===== src/hdl/line_edit_buffer_core_defines.svh =====
// Assertion helpers for the line edit buffer. Both sample on clk_i and are
// off while rst_ni is low.
`ifndef LINE_EDIT_BUFFER_CORE_DEFINES_SVH
`define LINE_EDIT_BUFFER_CORE_DEFINES_SVH

// cons must hold in the same cycle as ante
`define LEB_ASSERT_NOW(lbl, ante, cons, msg) \
  lbl: assert property (@(posedge clk_i) disable iff (!rst_ni) (ante) |-> (cons)) \
    else $error(msg);

// cons must hold in the cycle after ante
`define LEB_ASSERT_NEXT(lbl, ante, cons, msg) \
  lbl: assert property (@(posedge clk_i) disable iff (!rst_ni) (ante) |=> (cons)) \
    else $error(msg);

`endif


===== src/hdl/leb_pkg.sv =====
package leb_pkg;

  localparam int CAP_MAX       = 255;  // length field is 8 bits
  localparam int BUF_DEPTH_DEF = 256;

  localparam logic [1:0] STAT_EDIT    = 2'd0;
  localparam logic [1:0] STAT_ENTER   = 2'd1;
  localparam logic [1:0] STAT_ESC     = 2'd2;
  localparam logic [1:0] STAT_IGNORED = 2'd3;

  typedef enum logic [3:0] {
    ACT_CLEAR    = 4'd0,
    ACT_PRELOAD  = 4'd1,
    ACT_TYPE     = 4'd2,
    ACT_LEFT     = 4'd3,
    ACT_RIGHT    = 4'd4,
    ACT_HOME     = 4'd5,
    ACT_END      = 4'd6,
    ACT_BKSP     = 4'd7,
    ACT_DEL      = 4'd8,
    ACT_TOGGLE   = 4'd9,
    ACT_ENTER    = 4'd10,
    ACT_ESC      = 4'd11,
    ACT_READ     = 4'd12
  } act_e;

  // What the commit cycle does to the line state
  typedef enum logic [3:0] {
    OP_IGNORE,
    OP_KEEP,
    OP_CLEAR,
    OP_READ,
    OP_APPEND,
    OP_TYPE_INS,
    OP_TYPE_OVR,
    OP_LEFT,
    OP_RIGHT,
    OP_HOME,
    OP_END,
    OP_BKSP,
    OP_DEL,
    OP_TOGGLE,
    OP_ENTER,
    OP_ESC
  } op_e;

  typedef enum logic [1:0] {
    SH_NONE,
    SH_INSERT,
    SH_DELETE,
    SH_BKSP
  } shift_e;

  typedef enum logic [1:0] {
    S_IDLE,
    S_EXEC,
    S_SHIFT,
    S_COMMIT
  } fsm_e;

  typedef struct packed {
    logic       take;         // load item registers
    logic       rd_item;      // read store at item index
    logic       shift_start;
    shift_e     shift_kind;
    logic       commit;       // update line state, load result
    op_e        op;
  } cmd_t;

  typedef struct packed {
    logic [3:0] act;
    logic       ch_zero;
    logic       full;
    logic       at_end;
    logic       pos_zero;
    logic       done;
    logic       ins;
    logic       busy;         // shift engine running
    logic [7:0] pos;
    logic [7:0] len;
  } sts_t;

endpackage


===== src/hdl/leb_dp.sv =====
module leb_dp
  import leb_pkg::*;
#(
  parameter int BUF_DEPTH = BUF_DEPTH_DEF
) (
  input  logic        clk_i,
  input  logic        rst_ni,
  input  cmd_t        cmd_i,
  output sts_t        sts_o,
  input  logic [7:0]  max_len_i,
  input  logic [3:0]  item_act_i,
  input  logic [7:0]  item_char_i,
  input  logic [7:0]  item_idx_i,
  output logic [31:0] res_o
);

  localparam int AW = $clog2(BUF_DEPTH);
  localparam logic [7:0] CapLim = (BUF_DEPTH > CAP_MAX) ? 8'(CAP_MAX) : 8'(BUF_DEPTH);

  logic [7:0] text_mem_q [BUF_DEPTH];
  logic [7:0] rdata_q;

  logic [3:0] act_q;
  logic [7:0] chr_q;
  logic [7:0] idx_q;

  logic [7:0] pos_q, pos_d;
  logic [7:0] len_q, len_d;
  logic       ins_q, ins_d;
  logic [1:0] stat_q, stat_d;

  logic [7:0] src_q, src_d;
  logic [7:0] dst_q;
  logic [7:0] rem_q, rem_d;
  logic       up_q, up_d;
  logic       vld_q;

  logic [7:0]    cap;
  logic          rd_en, wr_en;
  logic [7:0]    rd_a8, wr_a8;
  logic [AW-1:0] rd_addr, wr_addr;
  logic [7:0]    wr_data;
  logic          chr_wr;
  logic [7:0]    chr_addr;
  logic [7:0]    rchar;
  logic [1:0]    stat_out;
  logic [31:0]   res_q;

  assign cap = (max_len_i > CapLim) ? CapLim : max_len_i;

  // item registers
  always_ff @(posedge clk_i) begin
    if (cmd_i.take) begin
      act_q <= item_act_i;
      chr_q <= item_char_i;
      idx_q <= item_idx_i;
    end
  end

  // memory ports: shift reads/writes, item read, char write at commit
  assign rd_en   = (rem_q != 8'd0) | cmd_i.rd_item;
  assign rd_a8   = (rem_q != 8'd0) ? src_q : idx_q;
  assign wr_en   = vld_q | (cmd_i.commit & chr_wr);
  assign wr_a8   = vld_q ? dst_q : chr_addr;
  assign wr_data = vld_q ? rdata_q : chr_q;

  generate
    if (AW > 8) begin : g_addr_wide
      assign rd_addr = {{(AW-8){1'b0}}, rd_a8};
      assign wr_addr = {{(AW-8){1'b0}}, wr_a8};
    end else begin : g_addr_narrow
      assign rd_addr = rd_a8[AW-1:0];
      assign wr_addr = wr_a8[AW-1:0];
    end
  endgenerate

  always_ff @(posedge clk_i) begin
    if (rd_en) rdata_q <= text_mem_q[rd_addr];
    if (wr_en) text_mem_q[wr_addr] <= wr_data;
  end

  // shift engine: one read and one write per cycle; each write stores the byte that its read left in rdata_q
  always_comb begin
    src_d = src_q;
    rem_d = rem_q;
    up_d  = up_q;
    if (cmd_i.shift_start) begin
      case (cmd_i.shift_kind)
        SH_INSERT: begin
          src_d = len_q - 8'd1;
          rem_d = len_q - pos_q;
          up_d  = 1'b0;
        end
        SH_DELETE: begin
          src_d = pos_q + 8'd1;
          rem_d = len_q - pos_q - 8'd1;
          up_d  = 1'b1;
        end
        SH_BKSP: begin
          src_d = pos_q;
          rem_d = len_q - pos_q;
          up_d  = 1'b1;
        end
        default: rem_d = 8'd0;
      endcase
    end else if (rem_q != 8'd0) begin
      src_d = up_q ? src_q + 8'd1 : src_q - 8'd1;
      rem_d = rem_q - 8'd1;
    end
  end

  always_ff @(posedge clk_i or negedge rst_ni) begin
    if (!rst_ni) begin
      rem_q <= 8'd0;
      vld_q <= 1'b0;
    end else begin
      rem_q <= rem_d;
      vld_q <= (rem_q != 8'd0);
    end
  end

  always_ff @(posedge clk_i) begin
    src_q <= src_d;
    up_q  <= up_d;
    if (rem_q != 8'd0) dst_q <= up_q ? src_q - 8'd1 : src_q + 8'd1;
  end

  // line state update
  always_comb begin
    pos_d    = pos_q;
    len_d    = len_q;
    ins_d    = ins_q;
    stat_d   = stat_q;
    chr_wr   = 1'b0;
    chr_addr = pos_q;
    case (cmd_i.op)
      OP_CLEAR: begin
        pos_d  = 8'd0;
        len_d  = 8'd0;
        stat_d = STAT_EDIT;
      end
      OP_APPEND: begin
        chr_wr   = 1'b1;
        chr_addr = len_q;
        len_d    = len_q + 8'd1;
        pos_d    = len_q + 8'd1;
      end
      OP_TYPE_INS: begin
        chr_wr = 1'b1;
        len_d  = len_q + 8'd1;
        pos_d  = pos_q + 8'd1;
      end
      OP_TYPE_OVR: begin
        chr_wr = 1'b1;
        pos_d  = pos_q + 8'd1;
      end
      OP_LEFT:   pos_d = pos_q - 8'd1;
      OP_RIGHT:  pos_d = pos_q + 8'd1;
      OP_HOME:   pos_d = 8'd0;
      OP_END:    pos_d = len_q;
      OP_BKSP: begin
        pos_d = pos_q - 8'd1;
        len_d = len_q - 8'd1;
      end
      OP_DEL:    len_d  = len_q - 8'd1;
      OP_TOGGLE: ins_d  = ~ins_q;
      OP_ENTER:  stat_d = STAT_ENTER;
      OP_ESC:    stat_d = STAT_ESC;
      default: ;
    endcase
  end

  always_ff @(posedge clk_i or negedge rst_ni) begin
    if (!rst_ni) begin
      pos_q  <= 8'd0;
      len_q  <= 8'd0;
      ins_q  <= 1'b0;
      stat_q <= STAT_EDIT;
    end else if (cmd_i.commit) begin
      pos_q  <= pos_d;
      len_q  <= len_d;
      ins_q  <= ins_d;
      stat_q <= stat_d;
    end
  end

  // result register
  assign rchar    = ((cmd_i.op == OP_READ) && (idx_q < len_q)) ? rdata_q : 8'd0;
  assign stat_out = (cmd_i.op == OP_IGNORE) ? STAT_IGNORED : stat_d;

  always_ff @(posedge clk_i) begin
    if (cmd_i.commit) res_q <= {5'd0, stat_out, ins_d, len_d, pos_d, rchar};
  end

  assign res_o = res_q;

  always_comb begin
    sts_o.act      = act_q;
    sts_o.ch_zero  = (chr_q == 8'd0);
    sts_o.full     = (len_q >= cap);
    sts_o.at_end   = (pos_q >= len_q);
    sts_o.pos_zero = (pos_q == 8'd0);
    sts_o.done     = (stat_q != STAT_EDIT);
    sts_o.ins      = ins_q;
    sts_o.busy     = (rem_q != 8'd0) | vld_q;
    sts_o.pos      = pos_q;
    sts_o.len      = len_q;
  end

endmodule


===== src/hdl/leb_ctrl.sv =====
module leb_ctrl
  import leb_pkg::*;
(
  input  logic clk_i,
  input  logic rst_ni,
  input  logic in_valid_i,
  output logic in_ready_o,
  output logic out_valid_o,
  input  logic out_ready_i,
  input  sts_t sts_i,
  output cmd_t cmd_o
);

  fsm_e   state_q, state_d;
  op_e    op_q, op_d;
  shift_e sh_d;
  logic   out_vld_q;
  logic   out_free;

  assign out_free = ~out_vld_q | out_ready_i;

  // action decode against current line state
  always_comb begin
    op_d = OP_IGNORE;
    sh_d = SH_NONE;
    if (act_e'(sts_i.act) == ACT_CLEAR) begin
      op_d = OP_CLEAR;
    end else if (act_e'(sts_i.act) == ACT_READ) begin
      op_d = OP_READ;
    end else if (!sts_i.done) begin
      case (act_e'(sts_i.act))
        ACT_PRELOAD: begin
          if (!sts_i.ch_zero && !sts_i.full) op_d = OP_APPEND;
        end
        ACT_TYPE: begin
          if (sts_i.ch_zero) begin
            op_d = OP_IGNORE;
          end else if (sts_i.ins || sts_i.at_end) begin
            if (!sts_i.full) begin
              op_d = OP_TYPE_INS;
              sh_d = SH_INSERT;
            end
          end else begin
            op_d = OP_TYPE_OVR;
          end
        end
        ACT_LEFT:   op_d = sts_i.pos_zero ? OP_KEEP : OP_LEFT;
        ACT_RIGHT:  op_d = sts_i.at_end ? OP_KEEP : OP_RIGHT;
        ACT_HOME:   op_d = OP_HOME;
        ACT_END:    op_d = OP_END;
        ACT_BKSP: begin
          if (sts_i.pos_zero) begin
            op_d = OP_KEEP;
          end else begin
            op_d = OP_BKSP;
            sh_d = SH_BKSP;
          end
        end
        ACT_DEL: begin
          if (sts_i.at_end) begin
            op_d = OP_KEEP;
          end else begin
            op_d = OP_DEL;
            sh_d = SH_DELETE;
          end
        end
        ACT_TOGGLE: op_d = OP_TOGGLE;
        ACT_ENTER:  op_d = OP_ENTER;
        ACT_ESC:    op_d = OP_ESC;
        default:    op_d = OP_IGNORE;
      endcase
    end
  end

  // next state
  always_comb begin
    state_d = state_q;
    case (state_q)
      S_IDLE:   if (in_valid_i) state_d = S_EXEC;
      S_EXEC:   state_d = (sh_d != SH_NONE) ? S_SHIFT : S_COMMIT;
      S_SHIFT:  if (!sts_i.busy) state_d = S_COMMIT;
      S_COMMIT: if (out_free) state_d = S_IDLE;
      default:  state_d = S_IDLE;
    endcase
  end

  // outputs
  always_comb begin
    in_ready_o        = 1'b0;
    cmd_o.take        = 1'b0;
    cmd_o.rd_item     = 1'b0;
    cmd_o.shift_start = 1'b0;
    cmd_o.shift_kind  = sh_d;
    cmd_o.commit      = 1'b0;
    cmd_o.op          = op_q;
    case (state_q)
      S_IDLE: begin
        in_ready_o = 1'b1;
        cmd_o.take = in_valid_i;
      end
      S_EXEC: begin
        cmd_o.rd_item     = 1'b1;
        cmd_o.shift_start = (sh_d != SH_NONE);
      end
      S_COMMIT: cmd_o.commit = out_free;
      default: ;
    endcase
  end

  always_ff @(posedge clk_i or negedge rst_ni) begin
    if (!rst_ni) begin
      state_q   <= S_IDLE;
      op_q      <= OP_IGNORE;
      out_vld_q <= 1'b0;
    end else begin
      state_q <= state_d;
      if (state_q == S_EXEC) op_q <= op_d;
      if (cmd_o.commit) out_vld_q <= 1'b1;
      else if (out_ready_i) out_vld_q <= 1'b0;
    end
  end

  assign out_valid_o = out_vld_q;

endmodule


===== src/hdl/line_edit_buffer_core.sv =====
// Line edit buffer: keystroke-level editor over a byte line store.
// Input stream (s_axis): one item per key action. tuser carries the action
// code, tdata the character and the read index. Output stream (m_axis):
// exactly one result item per input item, in order, carrying the read
// character, edit position, line length, insert mode and status.
// APB port: register 0 at byte address 0 is max_length (reset 255); write
// it only while no item is in flight.
// Sequence: an item is accepted in idle, decoded in the exec state and its
// result is registered in the commit state, after which the block returns to
// idle; no new item is accepted before then. Insert, backspace and
// delete first move the tail of the line one entry per cycle through the
// single store port pair, in a shift state between exec and commit; at
// most 254 entries move.
// Reset clears position, length, mode, status and the result valid; the
// text store itself is not cleared, nothing below the length is unwritten.
// A result waits in the output register while m_axis_tready is low; the
// block takes the next item meanwhile and holds only that item's commit.
`include "line_edit_buffer_core_defines.svh"

module line_edit_buffer_core
  import leb_pkg::*;
#(
  parameter int BUF_DEPTH = BUF_DEPTH_DEF
) (
  input  logic        clk_i,
  input  logic        rst_ni,
  // input items
  input  logic        s_axis_tvalid,
  output logic        s_axis_tready,
  input  logic [15:0] s_axis_tdata,   // [7:0] char_code, [15:8] read_index
  input  logic [3:0]  s_axis_tuser,   // [3:0] action
  // result items
  output logic        m_axis_tvalid,
  input  logic        m_axis_tready,
  output logic [31:0] m_axis_tdata,   // [7:0] read_char, [15:8] edit_position,
                                      // [23:16] line_length, [24] insert_on,
                                      // [26:25] status, [31:27] zero
  // configuration
  input  logic        psel,
  input  logic        penable,
  input  logic        pwrite,
  input  logic [2:0]  paddr,
  input  logic [31:0] pwdata,
  output logic [31:0] prdata,
  output logic        pready
);

  localparam logic [7:0] MaxLenRst = 8'(CAP_MAX);

  logic [7:0] max_len_q;
  logic       reg_hit;
  cmd_t       cmd;
  sts_t       sts;

  // register file: only max_length at word 0; paddr[1:0] ignored
  assign reg_hit = (paddr[2] == 1'b0);
  assign pready  = 1'b1;
  assign prdata  = reg_hit ? {24'd0, max_len_q} : 32'd0;

  always_ff @(posedge clk_i or negedge rst_ni) begin
    if (!rst_ni) begin
      max_len_q <= MaxLenRst;
    end else if (psel && penable && pwrite && pready && reg_hit) begin
      max_len_q <= pwdata[7:0];
    end
  end

  leb_ctrl u_ctrl (
    .clk_i       (clk_i),
    .rst_ni      (rst_ni),
    .in_valid_i  (s_axis_tvalid),
    .in_ready_o  (s_axis_tready),
    .out_valid_o (m_axis_tvalid),
    .out_ready_i (m_axis_tready),
    .sts_i       (sts),
    .cmd_o       (cmd)
  );

  leb_dp #(
    .BUF_DEPTH (BUF_DEPTH)
  ) u_dp (
    .clk_i       (clk_i),
    .rst_ni      (rst_ni),
    .cmd_i       (cmd),
    .sts_o       (sts),
    .max_len_i   (max_len_q),
    .item_act_i  (s_axis_tuser),
    .item_char_i (s_axis_tdata[7:0]),
    .item_idx_i  (s_axis_tdata[15:8]),
    .res_o       (m_axis_tdata)
  );

  // edit position never runs past the end of the line
  `LEB_ASSERT_NOW(a_pos_in_line, 1'b1, sts.pos <= sts.len, "edit position past line length")
  // a commit must not overwrite a result that is still held
  `LEB_ASSERT_NOW(a_commit_free, cmd.commit, !m_axis_tvalid || m_axis_tready,
                  "result overwritten under stall")
  // no new item while the tail is being moved
  `LEB_ASSERT_NOW(a_busy_no_take, sts.busy, !s_axis_tready, "item accepted during shift")
  // every commit presents a result
  `LEB_ASSERT_NEXT(a_commit_valid, cmd.commit, m_axis_tvalid, "commit without result")

endmodule

===== config.mk =====
export PLATFORM = sky130hd
export DESIGN_NAME = line_edit_buffer_core
export DESIGN_NICKNAME = d
export VERILOG_FILES = /design/src/hdl/leb_pkg.sv /design/src/hdl/leb_dp.sv /design/src/hdl/leb_ctrl.sv /design/src/hdl/line_edit_buffer_core.sv
export VERILOG_INCLUDE_DIRS = /design/src /design/src/hdl
export SDC_FILE = /design/constraint.sdc
export NUM_CORES = 2
export LEC_CHECK = 0
export BUFFER_PORTS_ARGS = -buffer_cell sky130_fd_sc_hd__clkbuf_2
export CAP_MARGIN = 20
export CORE_AREA = 2 2 372 374
export CTS_BUF_LIST = sky130_fd_sc_hd__clkbuf_8
export DETAILED_ROUTE_END_ITERATION = 8
export DIE_AREA = 0 0 374 376
export PLACE_DENSITY = 0.82
export SKIP_CTS_REPAIR_TIMING = 1
export SYNTH_ARGS = -nofsm -noshare
export SYNTH_HDL_FRONTEND = slang
export SYNTH_SLANG_ARGS = --single-unit

===== constraint.sdc =====
create_clock -name clk_i -period 6.9 [get_ports clk_i]
set_clock_uncertainty 0.2 [all_clocks]
set_input_delay 1.035 -clock clk_i [delete_from_list [all_inputs] [get_ports clk_i]]
set_output_delay 1.035 -clock clk_i [all_outputs]
set_load 0.005 [all_outputs]

==> reports/results.tsv <==
stage	metric	value	unit
power_and_ir_drop	Pwr Total	45.7	mW
timing	Final Cycle Share	86.6	%
drt	vias	54405	
setup_path	R2R cell count	13	
global_routing	GRT Overall Usage	32.5	%
flow_run	max-capacitance violation count	0	
drt	# DRC	0	
logic_synthesis	average cell area after synthesis	15.4	um^2
global_routing	met2 usage	48.9	%
timing	Slew HR	22.2	%
drt	drt pass-1 iters	7	
place	placed cell area	90500	um^2
timing	measured slew at the worst slew-check pin	1160	ps
logic_synthesis	YS warnings	0	
global_routing	GR peak layer	met2	
timing	minimum clock period	5970	ps
place	port buffer count	72	
finish	Util after Layout	70.8	%
logic_synthesis	top cell type's share of synthesized area	72.0	%
run_status	status	completed	
drt	Vias/cell	6.85	
logic_synthesis	post-synthesis cell type count	89	
finish	Area Overhead vs Synth	9.35	%
logic_synthesis	Synth Flop Type	edfxtp_1	
logic_synthesis	Seq cells post-synth	2163	
drt	ANT nets after route	0	
global_routing	largest net degree at the start of global routing	201	
setup_path	r2r setup slk	930	ps
power_and_ir_drop	PwrDens	473	nW/um^2
logic_synthesis	ys async rst share	1.99	%
setup_path	CP Capture Type	flop	
global_routing	grt met3 use	9.51	%
logic_synthesis	cells after synthesis	5725	
global_routing	antenna violations before repair	5	
setup_path	capturing point of the worst reg2reg path	u_dp.rdata_q[1]$_DFFE_PP_	
worst_hold_path	Worst Hold Class	in -> reg	
clock_network	Max Buffers Root-to-Sink	4	
clock_network	TritonCTS buffer count	342	
clock_network	clk_lat worst skew	1040	ps
drt	drt total wl	232	mm
setup_path	Req. time, crit path	7450	ps
clock_network	CTS tree	yes	
logic_synthesis	most frequent cells after synthesis	edfxtp_1, mux2i_1, nand2_1	
setup_path	kind of critical path	reg -> reg	
clock_network	H-tree depth	5	
die	Core Region	137000	um^2
die	total I/O pin count	129	
global_routing	grt met1 use	43.8	%
global_routing	first-pass GRT wire length	335	mm
place	gp weighted congestion	0.931	
timing	tightest hold margin	1.11	ps
place	dpl hpwl	138	mm
timing	Finish-stage setup viols	0	
setup_path	Worst setup startpoint	u_dp.rem_q[0]$_DFFE_PN0P_	
finish	share of cells above drive strength 1	12.3	%
clock_network	clk sinks	2163	
timing	Fmax	167	MHz
drt	DRT iter0 DRCs	9385	
logic_synthesis	top-count cell post-synth	edfxtp_1	
die	die extent in x	374	um
global_routing	number of global-route vias before repair	52209	
die	die height	376	um
timing	total negative setup slack	0	ps
logic_synthesis	area leader, netlist	edfxtp_1	
power_and_ir_drop	Pleak	33.0	nW
finish	post-route cell area	96700	um^2
clock_network	CTS Root Buffer Type	clkbuf_8	
timing	RSZ-0062 raised after global routing	false	
drt	routed wire length per instance	29.2	um
timing	Final Max Slew Viols	0	
setup_path	r2r startpoint	u_dp.rem_q[0]$_DFFE_PN0P_	
logic_synthesis	Mapped Area	88400	um^2
setup_path	CP Launch Type	flop	
die	die area	141000	um^2
logic_synthesis	sequential fraction of the synthesis area	73.2	%
die	Starting Density	64.7	%
finish	final-stage net count	6011	
logic_synthesis	number of flops mapped to enable cells by yosys	2120	
setup_path	critical path arrival	6530	ps
logic_synthesis	top cells by area, synth	edfxtp_1, mux2i_1, nand2_1	
setup_path	critical-path maximum fanout	40	
power_and_ir_drop	Max rail drop VDD	0.436	mV
global_routing	final global-route overflow total	0	
clock_network	CTS clk-pin slew, worst paths	60	ps
setup_path	Worst Setup EP	u_dp.rdata_q[1]$_DFFE_PP_	
timing	final hold vios	0	
die	Cell Rows	136	
==> cell families (layout without fill, tap and decap cells) <==
kind of cell               count (synthesis)  after routing  synth area share, %
AOI/OAI and AO/OA                       1007           1007                 7.29
xor gates and xnor gates                  41             41                0.406
adders and majority gates                 45             45                0.645
buffers and inverters                    444            837                 2.70
DFF                                     2163           2163                 73.2
muxes                                    694            694                 9.04
other                                      2             33              0.00849
and+or+nand+nor                         1329           1329                 6.69
==> sequential cells by signal, indices dropped and copies added (netlist names), 2 cells and up <==
name             flops
max_len_q            8
u_ctrl.op_q          4
u_ctrl.state_q       2
u_dp.act_q           4
u_dp.chr_q           8
u_dp.dst_q           8
u_dp.idx_q           8
u_dp.len_q           8
u_dp.pos_q           8
u_dp.rdata_q         8
u_dp.rem_q           8
u_dp.res_o          27
u_dp.src_q           8
u_dp.stat_q          2
u_dp.text_mem_q   2048
==> metrics by stage <==
stage,worst slack [ps],std cells
floorplan,2050,5753
global placement,1050,7340
detailed placement,1100,7340
CTS,1060,7926
global route,830,7941
finish,925,7943
==> critical path, stage by stage (launching register included) <==
cell	delay [ps]
dfrtp_1	410
inv_1	90
ha_1	230
nor4b_4	670
a21oi_4	110
buf_4	320
nor2_8	890
buf_4	530
mux2i_1	270
o22ai_1	110
o21ai_0	620
nand3_1	440
nor4_1	670
nor4_1	110
==> how the worst min path moves through the flow <==
stage,slack [ps],cells past startpoint,from,end
floorplan,310,2,u_ctrl.out_valid_o$_DFFE_PN0P_,u_ctrl.out_valid_o$_DFFE_PN0P_
global placement,350,1,u_ctrl.state_q[1]$_DFFE_PN0P_,u_ctrl.state_q[1]$_DFFE_PN0P_
detailed placement,370,2,u_dp.ins_q$_DFFE_PN0P_,u_dp.ins_q$_DFFE_PN0P_
CTS,-130,2,rst_ni,u_dp.pos_q[3]$_DFFE_PN0P_
global route,0.8,1,s_axis_tdata[12],u_dp.idx_q[4]$_DFFE_PP_
finish,1,1,s_axis_tuser[2],u_dp.act_q[2]$_DFFE_PP_
==> area by class of cell <==
class                           instances  area (um^2)
Sequential cell                      2163        64700
Fill cell                            7973        39900
Multi-Input combinational cell       3146        21800
Clock buffer                          347         4780
Tap cell                             1794         2240
Timing Repair Buffer                  195         1670
Clock inverter                        239         1260
Inverter                               56          210
Antenna cell                            3         7.51
==> report_power, final <==
part           switching, mW  total (mW)  internal [mW]
registers              0.492        18.0           17.5
clock network           4.88        9.94           5.06
logic                   12.6        17.7           5.13
==> layout by cell type, fill, tap and decap left out, types with 143 or more instances in the layout <==
cell      Yosys  routed
inv_1        52     163
a21oi_1     145     143
nand2_1     519     501
mux2i_1     584     584
clkbuf_8      0     347
o21ai_0     231     228
o22ai_1     250     250
nand3_1     196     194
nor2_1      356     354
edfxtp_1   2120    2120
==> metal layers <==
layer  wire, um  vias to the layer above
met1      80800                    26453
met4      12400                        4
li1           -                    22649
met5         29                        -
met2     105000                     4551
met3      33700                      748
(Power assumes the default switching activity.)
